===== config.mk =====
export PLATFORM = sky130hd
export DESIGN_NAME = rlh_luma
export DESIGN_NICKNAME = d
export VERILOG_FILES = /design/src/rtl/core/rlh_pkg.sv /design/src/rtl/core/rlh_luma.sv
export SDC_FILE = /design/constraint.sdc
export NUM_CORES = 1
export LEC_CHECK = 0
export BUFFER_PORTS_ARGS = -buffer_cell sky130_fd_sc_hd__buf_2
export CAP_MARGIN = 20
export CORE_ASPECT_RATIO = 0.75
export CORE_MARGIN = 5
export CORE_UTILIZATION = 40
export DETAILED_ROUTE_END_ITERATION = 10
export GPL_ROUTABILITY_DRIVEN = 0
export SYNTH_ARGS = -nofsm -noshare
export SYNTH_HDL_FRONTEND = slang
export SYNTH_SLANG_ARGS = --single-unit

===== constraint.sdc =====
create_clock -name clk -period 14.4 [get_ports clk]
set_input_delay 2.88 -clock clk [delete_from_list [all_inputs] [get_ports clk]]
set_output_delay 2.88 -clock clk [all_outputs]
set_load 0.02 [all_outputs]

===== src/rtl/core/rlh_pkg.sv =====
// Shared constants and types for the RGB and luma histogram block.
// No dependencies; rlh_luma, rlh_bins, the top level and the checker use this package.
`default_nettype none

package rlh_pkg;

  localparam int BIN_COUNT_DEF  = 256;
  localparam int COUNT_BITS_DEF = 24;
  localparam int NUM_STORES     = 4;

  localparam int OP_BITS    = 2;
  localparam int COMP_BITS  = 8;
  localparam int CHAN_BITS  = 2;
  localparam int INDEX_BITS = 8;
  localparam int OUT_BITS   = 24;
  localparam int STEP_BITS  = 6;

  localparam logic [OP_BITS-1:0] OP_PIXEL = 2'd0;
  localparam logic [OP_BITS-1:0] OP_CLEAR = 2'd1;
  localparam logic [OP_BITS-1:0] OP_READ  = 2'd2;

  // Store order, which is also the channel code of a read.
  localparam int STORE_RED   = 0;
  localparam int STORE_GREEN = 1;
  localparam int STORE_BLUE  = 2;
  localparam int STORE_LUMA  = 3;

  localparam logic [STEP_BITS-1:0] STEP_RESET = 6'd1;

  // BT.709 luma weights in Q16; they sum to 65536, so the luma fits in 8 bits.
  localparam int LUMA_BITS = 24;
  localparam logic [15:0] LUMA_KR = 16'd13933;
  localparam logic [15:0] LUMA_KG = 16'd46871;
  localparam logic [15:0] LUMA_KB = 16'd4732;

  typedef struct packed {
    logic rd_en;
    logic wr_en;
    logic clear;
  } rlh_bins_ctrl_t;

endpackage

`default_nettype wire


===== src/rtl/core/rlh_luma.sv =====
// BT.709 luma from 8-bit red, green and blue: registered products, then sum.
// Depends on rlh_pkg.
`default_nettype none

module rlh_luma (
  input  logic                          clk,
  input  logic [rlh_pkg::COMP_BITS-1:0] red,
  input  logic [rlh_pkg::COMP_BITS-1:0] green,
  input  logic [rlh_pkg::COMP_BITS-1:0] blue,
  output logic [rlh_pkg::COMP_BITS-1:0] luma
);

  import rlh_pkg::*;

  logic [LUMA_BITS-1:0] prod_r;
  logic [LUMA_BITS-1:0] prod_g;
  logic [LUMA_BITS-1:0] prod_b;
  logic [LUMA_BITS-1:0] sum;

  always_ff @(posedge clk) begin
    prod_r <= LUMA_BITS'(LUMA_KR) * LUMA_BITS'(red);
    prod_g <= LUMA_BITS'(LUMA_KG) * LUMA_BITS'(green);
    prod_b <= LUMA_BITS'(LUMA_KB) * LUMA_BITS'(blue);
  end

  // The weights sum to one in Q16, so the sum never exceeds 24 bits.
  assign sum  = prod_r + prod_g + prod_b;
  assign luma = sum[LUMA_BITS-1:LUMA_BITS-COMP_BITS];

endmodule

`default_nettype wire


==> flow_summary_export.csv <==
group,metric,value,unit
status,outcome,"completed",
worst_setup_path,cp-start-kind,"input pin",
clock_tree,cts_made_buffers,9,
run,max_cap_viol_count,0,
worst_setup_path,setup.worst_path.start,"blue[5]",
logic_synthesis,synthCells,870,
detailed_routing,vias_per_cell,4.82,
sta,fin_setup_tns,0,ns
sta,period_minus_slack,6.66,ns
final_layout,antenna_cells,0,
final_layout,nNetsFinal,1214,
final_layout,final_cell_area,9410,sq um
worst_setup_path,path_common_cell,"fa_1",
sta,slew_headroom,58.5,%
logic_synthesis,synth-main-ff-cell,"dfxtp_1",
grt,grt_max_degree,13,
clock_tree,h-tree-depth,3,
detailed_routing,firstDrtPassIters,4,
worst_setup_path,path_max_fanout,5,
grt,grt_first_pass_wirelength,30.0,mm
logic_synthesis,ys_ff_latch,65,
floorplanning,dieArea,24400,sq um
placed_design,portBuffers,32,
sta,slew_violations,0,
sta,max_freq,150,MHz
clock_tree,clk_pin_slew_worst_paths,0.06,ns
logic_synthesis,synth.avg_cell_area,9.83,sq um
detailed_routing,drt_iter0_drc,377,
detailed_routing,wire_per_inst,14.1,um
logic_synthesis,ys_seq_area_share,15.2,%
logic_synthesis,synthArstFlopShare,0,%
sta,rsz0062_at_grt,"false",
floorplanning,start_util,40.6,%
final_layout,final_common_cell,"inv_1",
worst_hold_path,hold_start,"blue[0]",
floorplanning,core,21100,sq um
clock_tree,cts_root_buf,"clkbuf_16",
clock_tree,tritoncts,"built",
logic_synthesis,synth_edf_count,0,
detailed_routing,num_vias,5803,
worst_setup_path,cp.arrival,6.87,ns
logic_synthesis,synth_nets,1174,
final_layout,drive_gt1_share,8.31,%
clock_tree,cts_resized,0,
grt,grt_antenna_before_repair,0,
floorplanning,io_pins,33,
grt,grtUsageTotal,15.3,%
grt,grt_overflow_total,0,
worst_hold_path,hold_path.class,"input pin to flop",
logic_synthesis,syn_area,8560,sq um
clock_tree,ctsHoldBuffers,0,
detailed_routing,antenna_left,0,
worst_setup_path,slowest_delay,0.57,ns
worst_setup_path,crit_chain,"buf_2, fa_1, inv_1, fa_1, fa_1, inv_1, fa_1, ha_1, a2111oi_0, o21ai_1, a221oi_2, o21ai_1, a31o_1",
clock_tree,clkSinkCount,65,
sta,finalCritPeriodShare,46.2,%
clock_tree,cts_buffer_depth,2,
worst_setup_path,crit_slowest_cell,"fa_1",
placed_design,placed_cell_area,9060,sq um
grt,grt_pass1_vias,6074,
sta,finalSetupViolCount,0,
detailed_routing,wl,17.0,mm
final_layout,final_cells,1203,
floorplanning,row_count,46,
sta,finalHoldViolations,0,
sta,worstMarginPinSlew,0.623,ns
clock_tree,post_cts_buffers,0,
worst_setup_path,end_kind,"flop",
floorplanning,fp.dieH,137,um
final_layout,final_cell_mix,"inv_1 (182), ha_1 (179), fa_1 (100)",
floorplanning,die_w,179,um
final_layout,area_growth,9.97,%
worst_setup_path,path_class,"input pin to flop",
logic_synthesis,ys_warn_count,0,
detailed_routing,drc_errors,0,
worst_setup_path,crit_required,14.62,ns
placed_design,hpwl,14.9,mm
placed_design,dp_cells,1187,
logic_synthesis,synth.distinct_cells,67,
[final cells by class]
class / instances / area (sq um)
clock inverters: 6 / 115
fillers: 2079 / 11700
inverters: 182 / 683
flip-flops and latches: 65 / 1300
repair buffers: 32 / 160
clock buffers: 10 / 229
well taps: 288 / 360
multi-input cells: 620 / 6560
[cells by family (layout without fill, tap and decap cells)]
logic type                 after synthesis  count (layout)  synth area share (%)
DFF                                     65              65                  15.2
and+or+nand+nor                        123             123                  7.06
AOI/OAI and AO/OA                      168             168                  14.9
buffers and inverters                  185             230                  8.12
xor gates and xnor gates                50              50                  5.12
adders and majority gates              279             279                  49.6
[state kept, by name, indices dropped and copies added (netlist names)]
name,cells
prod_g,24
prod_r,22
prod_b,19
[synth_stat cells (all sizes together) (4+ instances only)]
cell     number  area [sq um]
a31oi         5          31.3
o21bai        6          56.3
a41oi         4          50.1
a221oi        4          47.6
nand4         5          31.3
a21oi        52           290
o211ai        4          35.0
fa          100          2000
dfxtp        65          1300
o31ai         5          42.5
xnor2        33           289
inv         182           683
xor2         17           149
a2111oi       4          53.8
ha          179          2240
a211oi       10          80.1
nor3         11          55.1
o21a          9          67.6
nor2         33           124
and4          4          40.0
o21ai        22           121
nand2b        4          25.0
a21o         21           159
nor2b         9          58.8
o2111ai       4          47.6
nand2        33           124
nand3         9          45.0
[worst paths after layout]
path                  to  slack, ns  depth (start not counted)
max   prod_b[20]$_DFF_P_       7.74                         13
min    prod_b[2]$_DFF_P_       2.78                          1
[routing by layer]
metal / share of wire (%) / global-route usage, % / wire (um)
met5: 0 / 0 / 0
met3: 3.2 / 2.46 / 542
met4: 1.1 / 2.51 / 193
met1: 55 / 23.8 / 9400
met2: 40 / 22.5 / 6880
[critical path, delay by kind of cell]
kind	cells	cell delay, ns
buffers and inverters	3	0.28
AOI/OAI and AO/OA	5	1.37
adders and majority gates	5	2.34
[stage by stage]
step | util (%) | hold slack, ns | setup WS, ns
final | 44.7 | 2.78 | 7.74
after floorplan | - | 2.91 | 7.85
after global placement | 43.0 | 3.13 | 7.53
after detailed placement | 43.0 | 3.13 | 7.44
after CTS | 44.7 | 2.78 | 7.77
after global routing | 44.7 | 2.77 | 7.50
Power is left out: the tool's default activity adds up to more than one toggle a clock period on the data nets, which glitch-free logic cannot reach.
